**config.mk**
```make
export PLATFORM = sky130hd
export DESIGN_NAME = riscv_operand_text_parser_core
export DESIGN_NICKNAME = d
export VERILOG_FILES = /design/src/rtl/core/rotp_pkg.sv /design/src/rtl/core/rotp_reg_decode.sv /design/src/rtl/core/rotp_parse_step.sv /design/src/rtl/core/riscv_operand_text_parser_core.sv
export VERILOG_INCLUDE_DIRS = /design/src /design/src/rtl/core
export SDC_FILE = /design/constraint.sdc
export NUM_CORES = 1
export LEC_CHECK = 0
export BUFFER_PORTS_ARGS = -buffer_cell sky130_fd_sc_hd__buf_4
export CAP_MARGIN = 20
export CORE_MARGIN = 2
export CORE_UTILIZATION = 55
export DETAILED_ROUTE_END_ITERATION = 16
export PLACE_DENSITY_LB_ADDON = 0.15
export RECOVER_POWER = 100
export SETUP_SLACK_MARGIN = 0.02
export SYNTH_ARGS = -nofsm -noshare
export SYNTH_HDL_FRONTEND = slang
export SYNTH_HIERARCHICAL = 1
export SYNTH_SLANG_ARGS = --single-unit
```
**constraint.sdc**
```tcl
create_clock -name aclk -period 12.2 [get_ports aclk]
set_input_delay 3.05 -clock aclk [delete_from_list [all_inputs] [get_ports aclk]]
set_output_delay 3.05 -clock aclk [all_outputs]
set_load 0.03 [all_outputs]
```
**src/rtl/core/riscv_operand_text_parser_core_defines.svh**
```systemverilog
// ----------------------------------------------------------------------------
// Operand text parser assertion macros
// Shared property wrappers for the parser RTL.
// ----------------------------------------------------------------------------
`ifndef RISCV_OPERAND_TEXT_PARSER_CORE_DEFINES_SVH
`define RISCV_OPERAND_TEXT_PARSER_CORE_DEFINES_SVH

// Same-cycle implication, disabled while reset is asserted.
`define ROTP_ASSERT_IMPL(lbl, clk, rstn, ante, cons, msg) \
    lbl: assert property (@(posedge clk) disable iff (!(rstn)) (ante) |-> (cons)) \
        else $error(msg);

// Next-cycle implication, disabled while reset is asserted.
`define ROTP_ASSERT_NEXT(lbl, clk, rstn, ante, cons, msg) \
    lbl: assert property (@(posedge clk) disable iff (!(rstn)) (ante) |=> (cons)) \
        else $error(msg);

`endif

```
**src/rtl/core/rotp_pkg.sv**
```systemverilog
// ----------------------------------------------------------------------------
// Operand text parser package
// Types and constants shared by the parser modules.
// ----------------------------------------------------------------------------
package rotp_pkg;

    // Operand format codes
    localparam logic [2:0] FMT_R = 3'd0;
    localparam logic [2:0] FMT_I = 3'd1;
    localparam logic [2:0] FMT_S = 3'd2;
    localparam logic [2:0] FMT_B = 3'd3;
    localparam logic [2:0] FMT_U = 3'd4;
    localparam logic [2:0] FMT_J = 3'd5;

    // Characters with a meaning to the parser
    localparam logic [7:0] CH_COMMA = 8'h2C;
    localparam logic [7:0] CH_LPAREN = 8'h28;
    localparam logic [7:0] CH_RPAREN = 8'h29;
    localparam logic [7:0] CH_SPACE = 8'h20;
    localparam logic [7:0] CH_PLUS = 8'h2B;
    localparam logic [7:0] CH_MINUS = 8'h2D;
    localparam logic [7:0] CH_ZERO = 8'h30;
    localparam logic [7:0] CH_NINE = 8'h39;

    localparam logic [2:0] NAME_MAX = 3'd4;
    localparam logic [2:0] NAME_SAT = 3'd5;

    typedef enum logic [1:0] {
        IMM_START,
        IMM_SIGNED,
        IMM_DIGITS
    } imm_stage_t;

    typedef struct packed {
        logic [7:0] char_in;
        logic [2:0] operand_format;
        logic       last_char;
    } rotp_item_t;

    typedef struct packed {
        logic [4:0]        dest_reg;
        logic [4:0]        src1_reg;
        logic [4:0]        src2_reg;
        logic signed [15:0] immediate;
        logic              parse_error;
    } rotp_result_t;

endpackage

```
**src/rtl/core/rotp_reg_decode.sv**
```systemverilog
// ----------------------------------------------------------------------------
// Register name decoder
// Maps a buffered name of up to four characters to a register number.
// ----------------------------------------------------------------------------
module rotp_reg_decode
    import rotp_pkg::*;
(
    input  logic [31:0] name_chars,
    input  logic [2:0]  name_length,
    output logic        name_hit,
    output logic [4:0]  name_num
);

    logic [7:0] b0, b1, b2, b3;
    logic [3:0] d1;
    logic [5:0] x_val;
    logic       b1_digit, b2_digit;

    assign b0 = name_chars[7:0];
    assign b1 = name_chars[15:8];
    assign b2 = name_chars[23:16];
    assign b3 = name_chars[31:24];
    assign d1 = b1[3:0];
    assign b1_digit = (b1 >= CH_ZERO) && (b1 <= CH_NINE);
    assign b2_digit = (b2 >= CH_ZERO) && (b2 <= CH_NINE);
    // tens * 10 + units for two-digit x names
    assign x_val = {1'b0, b1[1:0], 3'b000} + {3'b000, b1[1:0], 1'b0} + {2'b00, b2[3:0]};

    always_comb begin
        name_hit = 1'b0;
        name_num = 5'd0;
        if (b0 == "x") begin
            if (name_length == 3'd2 && b1_digit) begin
                name_hit = 1'b1;
                name_num = {1'b0, d1};
            end else if (name_length == 3'd3 && b1 >= "1" && b1 <= "3" && b2_digit
                         && x_val <= 6'd31) begin
                name_hit = 1'b1;
                name_num = x_val[4:0];
            end
        end else if (name_length == 3'd2) begin
            unique case (b0)
                "t": begin
                    if (b1 >= "0" && b1 <= "2") begin
                        name_hit = 1'b1;
                        name_num = 5'(5 + d1);
                    end else if (b1 >= "3" && b1 <= "6") begin
                        name_hit = 1'b1;
                        name_num = 5'(25 + d1);
                    end else if (b1 == "p") begin
                        name_hit = 1'b1;
                        name_num = 5'd4;
                    end
                end
                "s": begin
                    if (b1 == "0" || b1 == "1") begin
                        name_hit = 1'b1;
                        name_num = 5'(8 + d1);
                    end else if (b1_digit) begin
                        name_hit = 1'b1;
                        name_num = 5'(16 + d1);
                    end else if (b1 == "p") begin
                        name_hit = 1'b1;
                        name_num = 5'd2;
                    end
                end
                "a": begin
                    if (b1 >= "0" && b1 <= "7") begin
                        name_hit = 1'b1;
                        name_num = 5'(10 + d1);
                    end
                end
                default: begin
                    unique case ({b0, b1})
                        "ra": begin name_hit = 1'b1; name_num = 5'd1; end
                        "gp": begin name_hit = 1'b1; name_num = 5'd3; end
                        "fp": begin name_hit = 1'b1; name_num = 5'd8; end
                        default: ;
                    endcase
                end
            endcase
        end else if (name_length == 3'd3) begin
            if (b0 == "s" && b1 == "1" && (b2 == "0" || b2 == "1")) begin
                name_hit = 1'b1;
                name_num = 5'(26 + b2[0]);
            end
        end else if (name_length == NAME_MAX) begin
            if ({b0, b1, b2, b3} == "zero") begin
                name_hit = 1'b1;
                name_num = 5'd0;
            end
        end
    end

endmodule

```
**src/rtl/core/rotp_parse_step.sv**
```systemverilog
// ----------------------------------------------------------------------------
// Operand parse step
// Line state registers and the one-character update, with result forming.
// ----------------------------------------------------------------------------
`include "riscv_operand_text_parser_core_defines.svh"

module rotp_parse_step
    import rotp_pkg::*;
(
    input  logic         aclk,
    input  logic         aresetn,
    input  logic         step_en,
    input  rotp_item_t   item,
    output rotp_result_t result
);

    logic        line_active_reg, line_active_next;
    logic [2:0]  line_format_reg, line_format_next;
    logic [1:0]  parse_phase_reg, parse_phase_next;
    logic [31:0] name_chars_reg, name_chars_next;
    logic [2:0]  name_length_reg, name_length_next;
    logic [4:0]  reg_first_reg, reg_first_next;
    logic [4:0]  reg_second_reg, reg_second_next;
    logic [4:0]  reg_third_reg, reg_third_next;
    logic [15:0] imm_accum_reg, imm_accum_next;
    logic        imm_negative_reg, imm_negative_next;
    imm_stage_t  imm_stage_reg, imm_stage_next;
    logic        imm_skipped_reg, imm_skipped_next;
    logic        error_seen_reg, error_seen_next;
    logic        operands_done_reg, operands_done_next;

    logic [2:0]  fmt_w;
    logic        err_w, done_w, live_w, imm_ph0, term, is_digit;
    logic [31:0] name_ext;
    logic [2:0]  len_ext;
    logic        name_hit;
    logic [4:0]  name_num;
    logic [1:0]  phase_w;
    logic [31:0] name_w;
    logic [2:0]  len_w;
    logic [4:0]  r1_w, r2_w, r3_w;
    logic [15:0] acc_w, imm_val;
    logic        neg_w, skip_w;
    imm_stage_t  stage_w;
    logic [2:0]  op_count;

    function automatic logic phase_is_imm(input logic [2:0] fmt, input logic [1:0] phase);
        logic r;
        r = 1'b0;
        if (fmt == FMT_I || fmt == FMT_B)
            r = (phase == 2'd2);
        else if (fmt == FMT_S || fmt == FMT_U || fmt == FMT_J)
            r = (phase == 2'd1);
        return r;
    endfunction

    assign fmt_w = line_active_reg ? line_format_reg : item.operand_format;
    assign op_count = (fmt_w == FMT_U || fmt_w == FMT_J) ? 3'd2 : 3'd3;
    assign term = (item.char_in == CH_COMMA) || (item.char_in == CH_LPAREN)
               || (item.char_in == CH_RPAREN) || (item.char_in == CH_SPACE);
    assign is_digit = (item.char_in >= CH_ZERO) && (item.char_in <= CH_NINE);
    assign imm_ph0 = phase_is_imm(fmt_w, parse_phase_reg);
    assign live_w = !(error_seen_reg || (!line_active_reg && item.operand_format > FMT_J))
                 && !operands_done_reg;

    // Name buffer after taking this character
    always_comb begin
        name_ext = name_chars_reg;
        len_ext = name_length_reg;
        if (live_w && !imm_ph0 && !term && name_length_reg < NAME_SAT) begin
            if (name_length_reg < NAME_MAX)
                name_ext[8*name_length_reg[1:0] +: 8] = item.char_in;
            len_ext = name_length_reg + 3'd1;
        end
    end

    rotp_reg_decode u_decode (
        .name_chars  (name_ext),
        .name_length (len_ext),
        .name_hit    (name_hit),
        .name_num    (name_num)
    );

    always_comb begin
        err_w = error_seen_reg || (!line_active_reg && item.operand_format > FMT_J);
        done_w = operands_done_reg;
        phase_w = parse_phase_reg;
        name_w = name_ext;
        len_w = len_ext;
        r1_w = reg_first_reg;
        r2_w = reg_second_reg;
        r3_w = reg_third_reg;
        acc_w = imm_accum_reg;
        neg_w = imm_negative_reg;
        stage_w = imm_stage_reg;
        skip_w = imm_skipped_reg;

        if (live_w) begin
            if (imm_ph0) begin
                if (is_digit) begin
                    acc_w = {imm_accum_reg[12:0], 3'b000} + {imm_accum_reg[14:0], 1'b0}
                          + {12'd0, item.char_in[3:0]};
                    stage_w = IMM_DIGITS;
                end else if (imm_stage_reg == IMM_START && item.char_in == CH_SPACE) begin
                    skip_w = 1'b1;
                end else if (imm_stage_reg == IMM_START
                             && (item.char_in == CH_PLUS || item.char_in == CH_MINUS)) begin
                    neg_w = (item.char_in == CH_MINUS);
                    stage_w = IMM_SIGNED;
                    skip_w = 1'b1;
                end else begin
                    if (imm_stage_reg != IMM_DIGITS) begin
                        acc_w = 16'd0;
                        neg_w = 1'b0;
                    end
                    if (fmt_w == FMT_S) begin
                        if (item.char_in == CH_LPAREN
                            && (imm_stage_reg == IMM_DIGITS || !imm_skipped_reg))
                            phase_w = 2'd2;
                        else
                            err_w = 1'b1;
                    end else begin
                        done_w = 1'b1;
                    end
                end
            end else if (term && !(name_length_reg == 3'd0 && item.char_in == CH_SPACE)) begin
                name_w = 32'd0;
                len_w = 3'd0;
                if (!name_hit) begin
                    err_w = 1'b1;
                end else begin
                    unique case (parse_phase_reg)
                        2'd0: r1_w = name_num;
                        2'd1: r2_w = name_num;
                        default: r3_w = name_num;
                    endcase
                    if (fmt_w == FMT_S && parse_phase_reg == 2'd2) begin
                        if (item.char_in == CH_RPAREN)
                            done_w = 1'b1;
                        else
                            err_w = 1'b1;
                    end else if ({1'b0, parse_phase_reg} + 3'd1 == op_count) begin
                        done_w = 1'b1;
                    end else if (item.char_in == CH_COMMA) begin
                        phase_w = parse_phase_reg + 2'd1;
                    end else begin
                        err_w = 1'b1;
                    end
                end
            end
        end

        // Line end: close the open operand
        if (item.last_char && !err_w && !done_w) begin
            if (phase_is_imm(fmt_w, phase_w)) begin
                if (fmt_w == FMT_S) begin
                    err_w = 1'b1;
                end else begin
                    if (stage_w != IMM_DIGITS) begin
                        acc_w = 16'd0;
                        neg_w = 1'b0;
                    end
                    done_w = 1'b1;
                end
            end else if (fmt_w != FMT_S && {1'b0, phase_w} + 3'd1 == op_count) begin
                // a name stored this step leaves the buffer empty
                if (!name_hit || len_w == 3'd0) begin
                    err_w = 1'b1;
                end else begin
                    unique case (phase_w)
                        2'd0: r1_w = name_num;
                        2'd1: r2_w = name_num;
                        default: r3_w = name_num;
                    endcase
                    done_w = 1'b1;
                end
            end else begin
                err_w = 1'b1;
            end
        end

        imm_val = neg_w ? 16'(16'd0 - acc_w) : acc_w;
        result = '0;
        result.parse_error = err_w;
        if (!err_w) begin
            unique case (fmt_w)
                FMT_R: begin
                    result.dest_reg = r1_w;
                    result.src1_reg = r2_w;
                    result.src2_reg = r3_w;
                end
                FMT_I: begin
                    result.dest_reg = r1_w;
                    result.src1_reg = r2_w;
                    result.immediate = imm_val;
                end
                FMT_S: begin
                    result.src1_reg = r1_w;
                    result.src2_reg = r3_w;
                    result.immediate = imm_val;
                end
                FMT_B: begin
                    result.src1_reg = r1_w;
                    result.src2_reg = r2_w;
                    result.immediate = imm_val;
                end
                default: begin
                    result.dest_reg = r1_w;
                    result.immediate = imm_val;
                end
            endcase
        end

        if (item.last_char) begin
            line_active_next = 1'b0;
            line_format_next = 3'd0;
            parse_phase_next = 2'd0;
            name_chars_next = 32'd0;
            name_length_next = 3'd0;
            reg_first_next = 5'd0;
            reg_second_next = 5'd0;
            reg_third_next = 5'd0;
            imm_accum_next = 16'd0;
            imm_negative_next = 1'b0;
            imm_stage_next = IMM_START;
            imm_skipped_next = 1'b0;
            error_seen_next = 1'b0;
            operands_done_next = 1'b0;
        end else begin
            line_active_next = 1'b1;
            line_format_next = fmt_w;
            parse_phase_next = phase_w;
            name_chars_next = name_w;
            name_length_next = len_w;
            reg_first_next = r1_w;
            reg_second_next = r2_w;
            reg_third_next = r3_w;
            imm_accum_next = acc_w;
            imm_negative_next = neg_w;
            imm_stage_next = stage_w;
            imm_skipped_next = skip_w;
            error_seen_next = err_w;
            operands_done_next = done_w;
        end
    end

    always_ff @(posedge aclk) begin
        if (!aresetn) begin
            line_active_reg <= 1'b0;
            line_format_reg <= 3'd0;
            parse_phase_reg <= 2'd0;
            name_chars_reg <= 32'd0;
            name_length_reg <= 3'd0;
            reg_first_reg <= 5'd0;
            reg_second_reg <= 5'd0;
            reg_third_reg <= 5'd0;
            imm_accum_reg <= 16'd0;
            imm_negative_reg <= 1'b0;
            imm_stage_reg <= IMM_START;
            imm_skipped_reg <= 1'b0;
            error_seen_reg <= 1'b0;
            operands_done_reg <= 1'b0;
        end else if (step_en) begin
            line_active_reg <= line_active_next;
            line_format_reg <= line_format_next;
            parse_phase_reg <= parse_phase_next;
            name_chars_reg <= name_chars_next;
            name_length_reg <= name_length_next;
            reg_first_reg <= reg_first_next;
            reg_second_reg <= reg_second_next;
            reg_third_reg <= reg_third_next;
            imm_accum_reg <= imm_accum_next;
            imm_negative_reg <= imm_negative_next;
            imm_stage_reg <= imm_stage_next;
            imm_skipped_reg <= imm_skipped_next;
            error_seen_reg <= error_seen_next;
            operands_done_reg <= operands_done_next;
        end
    end

    `ROTP_ASSERT_NEXT(a_line_cleared, aclk, aresetn, step_en && item.last_char, !line_active_reg && !error_seen_reg && name_length_reg == 3'd0, "line state not cleared after line end")
    `ROTP_ASSERT_IMPL(a_idle_no_error, aclk, aresetn, !line_active_reg, !error_seen_reg && !operands_done_reg, "status set outside a line")
    `ROTP_ASSERT_IMPL(a_name_len_sat, aclk, aresetn, 1'b1, name_length_reg <= NAME_SAT, "name length beyond saturation")

endmodule

```
**src/rtl/core/riscv_operand_text_parser_core.sv**
```systemverilog
// Operand text parser: takes one character transaction per clock on the s_ side, with the
// format code in s_tuser and s_tlast marking the line end, and gives one result transaction
// per line on the m_ side. A character is held in an input register and folded into the line
// state by a combinational update (name decode, decimal accumulate) when it advances; the line
// result is registered, so it appears once the last character of the line has advanced.
// Throughput is one character per cycle; s_tready falls only while a line-end character waits
// for the result register, which is still occupied by an untaken result.
// ----------------------------------------------------------------------------
// Operand text parser top level
// Input register, parse step and result register with stream handshakes.
// ----------------------------------------------------------------------------
`include "riscv_operand_text_parser_core_defines.svh"

module riscv_operand_text_parser_core
    import rotp_pkg::*;
(
    input  logic        aclk,
    input  logic        aresetn,
    input  logic        s_tvalid,
    output logic        s_tready,
    input  logic [7:0]  s_tdata,   // [7:0] char_in
    input  logic [2:0]  s_tuser,   // [2:0] operand_format
    input  logic        s_tlast,   // last_char
    output logic        m_tvalid,
    input  logic        m_tready,
    output logic [31:0] m_tdata,   // [4:0] dest_reg, [9:5] src1_reg, [14:10] src2_reg,
                                   // [30:15] immediate, [31] zero
    output logic [0:0]  m_tuser    // [0] parse_error
);

    logic         in_valid_reg, in_valid_next;
    rotp_item_t   in_item_reg;
    logic         out_valid_reg, out_valid_next;
    rotp_result_t out_data_reg;
    rotp_result_t step_result;
    logic         advance;

    assign advance = in_valid_reg && (!in_item_reg.last_char || !out_valid_reg || m_tready);
    assign s_tready = !in_valid_reg || advance;

    assign in_valid_next = (s_tvalid && s_tready) || (in_valid_reg && !advance);
    assign out_valid_next = (advance && in_item_reg.last_char) || (out_valid_reg && !m_tready);

    rotp_parse_step u_step (
        .aclk    (aclk),
        .aresetn (aresetn),
        .step_en (advance),
        .item    (in_item_reg),
        .result  (step_result)
    );

    always_ff @(posedge aclk) begin
        if (!aresetn) begin
            in_valid_reg <= 1'b0;
            out_valid_reg <= 1'b0;
        end else begin
            in_valid_reg <= in_valid_next;
            out_valid_reg <= out_valid_next;
        end
    end

    always_ff @(posedge aclk) begin
        if (s_tvalid && s_tready) begin
            in_item_reg.char_in <= s_tdata;
            in_item_reg.operand_format <= s_tuser;
            in_item_reg.last_char <= s_tlast;
        end
        if (advance && in_item_reg.last_char) begin
            out_data_reg <= step_result;
        end
    end

    assign m_tvalid = out_valid_reg;
    assign m_tdata = {1'b0, out_data_reg.immediate, out_data_reg.src2_reg,
                      out_data_reg.src1_reg, out_data_reg.dest_reg};
    assign m_tuser = out_data_reg.parse_error;

    `ROTP_ASSERT_IMPL(a_error_fields_zero, aclk, aresetn, m_tvalid && m_tuser[0], m_tdata == 32'd0, "error result with nonzero fields")
    `ROTP_ASSERT_NEXT(a_line_end_result, aclk, aresetn, advance && in_item_reg.last_char, m_tvalid, "line end produced no result")
    `ROTP_ASSERT_IMPL(a_stall_cause, aclk, aresetn, !s_tready, in_valid_reg && in_item_reg.last_char && out_valid_reg && !m_tready, "input stalled without a full result register")

endmodule

```
# Yosys cells after proc, flatten, opt, wreduce, memory -nomap -nowiden
# Cells that the tools add are included.
op_classes:
  eq_ne: 38
  n_lt_le_gt_ge: 16
  n_reduce_logical: 83
  n_shift: 2
  add_sub_neg: 16
  muxes: 171
op_table:
  columns: ["cell", "n"]
  rows:
  - ["2-to-1 mux 5 bit", 44]
  - ["2-to-1 mux 16 bit", 12]
  - ["2-to-1 mux 32 bit", 6]
  - ["equality test 8 x 6 -> 1 bit, second input constant", 10]
  - ["2-to-1 mux 1 bit", 75]
  - ["less-or-equal comparator 8 x 6 -> 1 bit, second input constant", 7]
  - ["equality test 16 x 15 -> 1 bit, second input constant", 3]
  - ["equality test 8 x 7 -> 1 bit, second input constant", 5]
  - [">= comparator 8 x 6 -> 1 bit, second input constant", 5]
  - ["2-to-1 mux 2 bit", 20]
  - ["negation 5 -> 34 bit", 1]
  - ["variable shift 8 x 34 -> 32 bit, first input constant", 1]
  - ["variable part select 8 x 34 -> 32 bit", 1]
  - ["bitwise mux 32 bit", 1]
  - ["equality test 32 x 31 -> 1 bit, second input constant", 1]
  - ["logical AND 1 bit", 32]
  - ["2-to-1 mux 3 bit", 8]
  - ["one-hot mux 5 bit (2 select lines)", 2]
  - ["logical OR 1 bit", 18]
  - ["adder 16 bit", 1]
  - ["adder 16 x 4 -> 16 bit", 1]
  - ["subtractor 1 x 16 -> 16 bit, first input constant", 1]
  - ["logical NOT 1 bit", 15]
  - ["one-hot mux 5 bit (3 select lines)", 1]
  - ["29 further kinds", 55]
word_totals:
  elab_cells: 350
  in_bits: 16
  regBits: 124

# Longest topological paths before layout
depth:
  depth_word: 31
  depth_mapped: 31

# Hierarchy
# Netlist, hierarchy kept.
modules_own_cells:
  columns: ["mod", "area_per_inst_um2", "seq_area_each_um2", "instances", "cells_each"]
  rows:
  - ["rotp_parse_step", 6286.0, 1561.5, 1, 825]
  - ["riscv_operand_text_parser_core", 1448.9, 1361.3, 1, 58]
  - ["rotp_reg_decode", 1201.2, 0.0, 1, 154]

# Worst setup path after synthesis
# Ideal clock, no wire load.
synth_timing:
  path_type: "in2out"
  startpoint: "in m_tready"
  endpoint: "out s_tready"
  setup_slack_ns: 5.872
  stages: 1
  t_required_ns: 9.150
  n_path_buf: 0
  t_arrival_ns: 3.278
  cell_sequence: "nand4b_4"
synth_via:
  elab_chain_cells: 3
synth_lines:
  columns: ["item", "line", "source"]
  rows:
  - ["start, declared", "riscv_operand_text_parser_core.sv:25", "input logic m_tready,"]
  - ["logical OR 1 bit", "riscv_operand_text_parser_core.sv:38", "assign advance = in_valid_reg && (!in_item_reg.last_char || !out_valid_reg || m_tready);"]
  - ["logical AND 1 bit", "riscv_operand_text_parser_core.sv:38", null]
  - ["logical OR 1 bit", "riscv_operand_text_parser_core.sv:39", "assign s_tready = !in_valid_reg || advance;"]
  - ["end, declared", "riscv_operand_text_parser_core.sv:20", "output logic s_tready,"]
# No other way between the ends.

# Worst setup path after layout
layout_timing:
  startpoint: "in m_tready"
  endpoint: "reg u_step.name_length_reg[0]"
layout_via:
  elab_chain_cells: 2
layout_lines:
  columns: ["item", "line", "source"]
  rows:
  - ["logical OR 1 bit", "riscv_operand_text_parser_core.sv:38", null]
  - ["logical AND 1 bit", "riscv_operand_text_parser_core.sv:38", null]
  - ["via advance", "riscv_operand_text_parser_core.sv:36", "logic advance;"]
  - ["end signal, assigned", "rotp_parse_step.sv:268", "name_length_reg <= name_length_next;"]
  - ["end, declared", "rotp_parse_step.sv:21", "logic [2:0] name_length_reg, name_length_next;"]
# The timed path passes the listed nets, and every way through them passes these cells.
# A chain may end at the register's enable or synchronous reset.

==> flow_summary.toml <==
[power]
p_leak_nw = 3.60
powerDensity_nw_per_um2 = 105
vdd_drop_max_mv = 0.102

[timing]
slew_headroom = -1.13
maxSlewViolCount = 215
fin_skew_ps = 8.49
final_hold_viol_count = 0
tns_ps = 0
max_freq_ghz = 0.115
tightest_slew_ps = 3190
setup_viol = 0
rsz0062_at_grt = "false"
fin_ws_ps = 3490
period_share = 0.714
fin_crit_ps = 8710

[global_routing]
grt_pass1_wl_mm = 37.9
grt_pass1_vias = 7254
grtUsageTotal = 0.269
grt_max_degree = 75
antenna_found_initial = 0
grt_overflow = 0

[clock_tree]
clk_pin_slew_worst_paths_ps = 60
cts_hold_buffers = 0
cts_max_level = 4
cts.sinks = 124
cts_max_path_buffers = 2
cts.repair.resized = 0
post_cts_buffers = 0
root_buffer = "clkbuf_16"
clk_latency_ps = 420
numCtsBuffers = 17
tritoncts = "done"

[worst_setup_path]
slowest_delay_ps = 2260
ff2ff_path_depth = 21
cp_common_cell = "clkbuf_1"
cp-start-kind = "primary input"
endpoint_kind = "flop"
r2r_end = "m_tdata[26]$_DFFE_PP_"
crit_chain = "clkbuf_1, nor2b_1, a21boi_4, clkbuf_1, nand2b_1, nor2_2, clkbuf_1, a22oi_1, nor2b_1"
worstReg2RegStart = "u_step/line_active_reg$_SDFFE_PN0P_"
worstPathArrival_ps = 9060
reg2reg_slack_ps = 3710
cp_max_fo = 70
path_class = "primary input to flop"
worstPathRequired_ps = 12550
cpMaxStageDelayCell = "clkbuf_1"

[finish]
diodes = 0
fin_util = 0.609
syn2layout_area_growth_pct = 8.35
finish.net_count = 1122
drive_gt1_frac = 0.0824
register_area_um2 = 2920
largest_register_ffs = 32
multi_input_area_um2 = 5380
fillCellCount = 1484

[synth]
synth_ff_type = "dfxtp_1"
ys_seq_area_frac = 0.327
ys_ff_latch = 124
synth_area_um2 = 8940
ys_async_sr_fraction = 0
synth_top_area_cell = "dfxtp_1"
avgSynthCellArea_um2 = 8.62
ys_types = 99
synth_edf_count = 44
yosysTopAreaCellShare = 0.179
synthTopCellsByArea = "dfxtp_1 (18%), edfxtp_1 (15%), ha_1 (6.6%)"
ys.warnings.count = 6
synth_cells = 1037
synth_nets = 1103

[route]
drt-total-wl_mm = 23.5
route.detailed.drc = 0
drtPass1Iterations = 5
wl_per_cell_um = 18.3
vias_per_cell = 6.16
final_antenna_net_count = 0
drt-initial-drc-count = 731
dr_total_vias = 7904

[floorplanning]
die_w_um = 131
initial_core_util = 0.563
pin_count = 51
fp.dieH_um = 131
rows = 46
design.core.area_um2 = 15900
die_area_um2 = 17300

[hold_path]
hold_class = "flop to flop"
whs_endpoint = "u_step/reg_third_reg[0]$_SDFFE_PN0P_"
hold_start = "u_step/reg_third_reg[0]$_SDFFE_PN0P_"
hold_depth = 1

[place]
portBuffers = 49
pre_cts_ws_ps = 4810
hpwl_mm = 16.3
gp_congestion = 0.906

[job]
maxCapViolCount = 4

[run_status]
failed_checks = "capacitance limit, slew limit"
status = "complete, but fails checks"
==> power by group <==
group / switching (mW) / leakage, nW / internal [mW]
clock: 0.199 / 0.267 / 0.285
sequential: 0.00902 / 1.08 / 0.434
combinational: 0.0595 / 2.26 / 0.0305
total: 0.268 / 3.60 / 0.750
==> final cells by class <==
type | count | share of cell area
clock buffers | 18 | 0.0454
multi-input cells | 785 | 0.556
repair buffers | 58 | 0.0299
flip-flops and latches | 124 | 0.302
inverters | 70 | 0.0271
clock inverters | 13 | 0.0120
well taps | 216 | 0.0279
==> metal layers <==
metal / global-route usage / routed length, um
met1: 0.397 / 11300
met4: 0.0797 / 390
met2: 0.403 / 10300
met3: 0.0459 / 1550
met5: 0 / 0
==> cell families after synthesis <==
logic type | Yosys count | synth area share
buffers and inverters | 128 | 0.0626
AOI/OAI and AO/OA | 286 | 0.227
adders and majority gates | 50 | 0.0725
DFF | 124 | 0.327
and+or+nand+nor | 406 | 0.266
xor gates and xnor gates | 28 | 0.0274
muxes | 14 | 0.0164
other | 1 | 0.000420
==> cells in the mapped netlist, types with 5 or more instances <==
cell and count:
inv_1 67, nor2b_1 65, a22o_1 13, and4b_1 5
or2_2 7, xnor2_1 12, o22ai_1 24, a22oi_1 26
xor2_1 16, o21a_1 5, nand3_1 40, a211oi_1 6
nand2b_1 11, clkbuf_1 35, nand4_1 9, nor3_1 28
o22a_1 6, nor4b_1 6, nor4_1 9, edfxtp_1 44
a21oi_1 47, and2_1 29, a21o_1 5, ha_1 47
dfxtp_1 80, buf_2 9, a21boi_1 8, a2bb2oi_1 24
nand2_1 63, nand3b_1 7, a31oi_1 7, buf_6 7
nor3b_1 8, nor2_1 66, and3_1 11, o21ai_0 58
o2111ai_1 6, mux2i_1 12
==> cell usage in the layout, fill, tap and decap left out, types with 8 or more instances in the layout <==
master     instances
nand2_1           63
mux2i_1           12
nand2b_1          11
edfxtp_1          44
and3_1            11
nand3_1           40
clkbuf_16         17
xnor2_1           12
clkbuf_1          39
nor3_1            29
nor4_1             9
and2_0            10
clkbuf_4          13
inv_1             68
ha_1              47
a22oi_1           26
dfxtp_1           80
and2_1            20
nand4_1            9
a21oi_1           47
a22o_1            13
nor2_1            64
a31oi_1            8
o21ai_0           59
o22ai_1           24
xor2_1            16
a2bb2oi_1         24
nor3b_1            8
nor2b_1           65
==> through the flow <==
stage               power (mW)  hold slack, ps  instances  cell area (um^2)
floorplan                0.518             441       1037              8940
global placement         0.543             463       1252              9350
detailed placement       0.543             469       1252              9350
CTS                       1.02             485       1283              9910
global route              1.05             498       1284              9680
finish                    1.02             485       1284              9680
==> worst max-delay path by stage <==
stage,from,endpoint,slack [ps],depth (start not counted)
2_1_floorplan,m_tready,s_tready,5870,1
3_3_place_gp,u_step/line_active_reg$_SDFFE_PN0P_,m_tdata[29]$_DFFE_PP_,5120,25
3_5_place_dp,u_step/line_active_reg$_SDFFE_PN0P_,m_tdata[29]$_DFFE_PP_,4810,25
4_1_cts,u_step/line_active_reg$_SDFFE_PN0P_,m_tdata[29]$_DFFE_PP_,4760,25
5_1_grt,m_tready,u_step/name_chars_reg[15]$_SDFFE_PN0P_,2980,9
6_report,m_tready,u_step/name_length_reg[0]$_SDFFE_PN0P_,3490,9
==> critical path: cells and delay by family <==
family,cells,cell delay [ps]
buf+inv,3,3540
simple gates,4,2040
compound gates,2,400
Note: power is estimated with default switching activity, not from simulation.
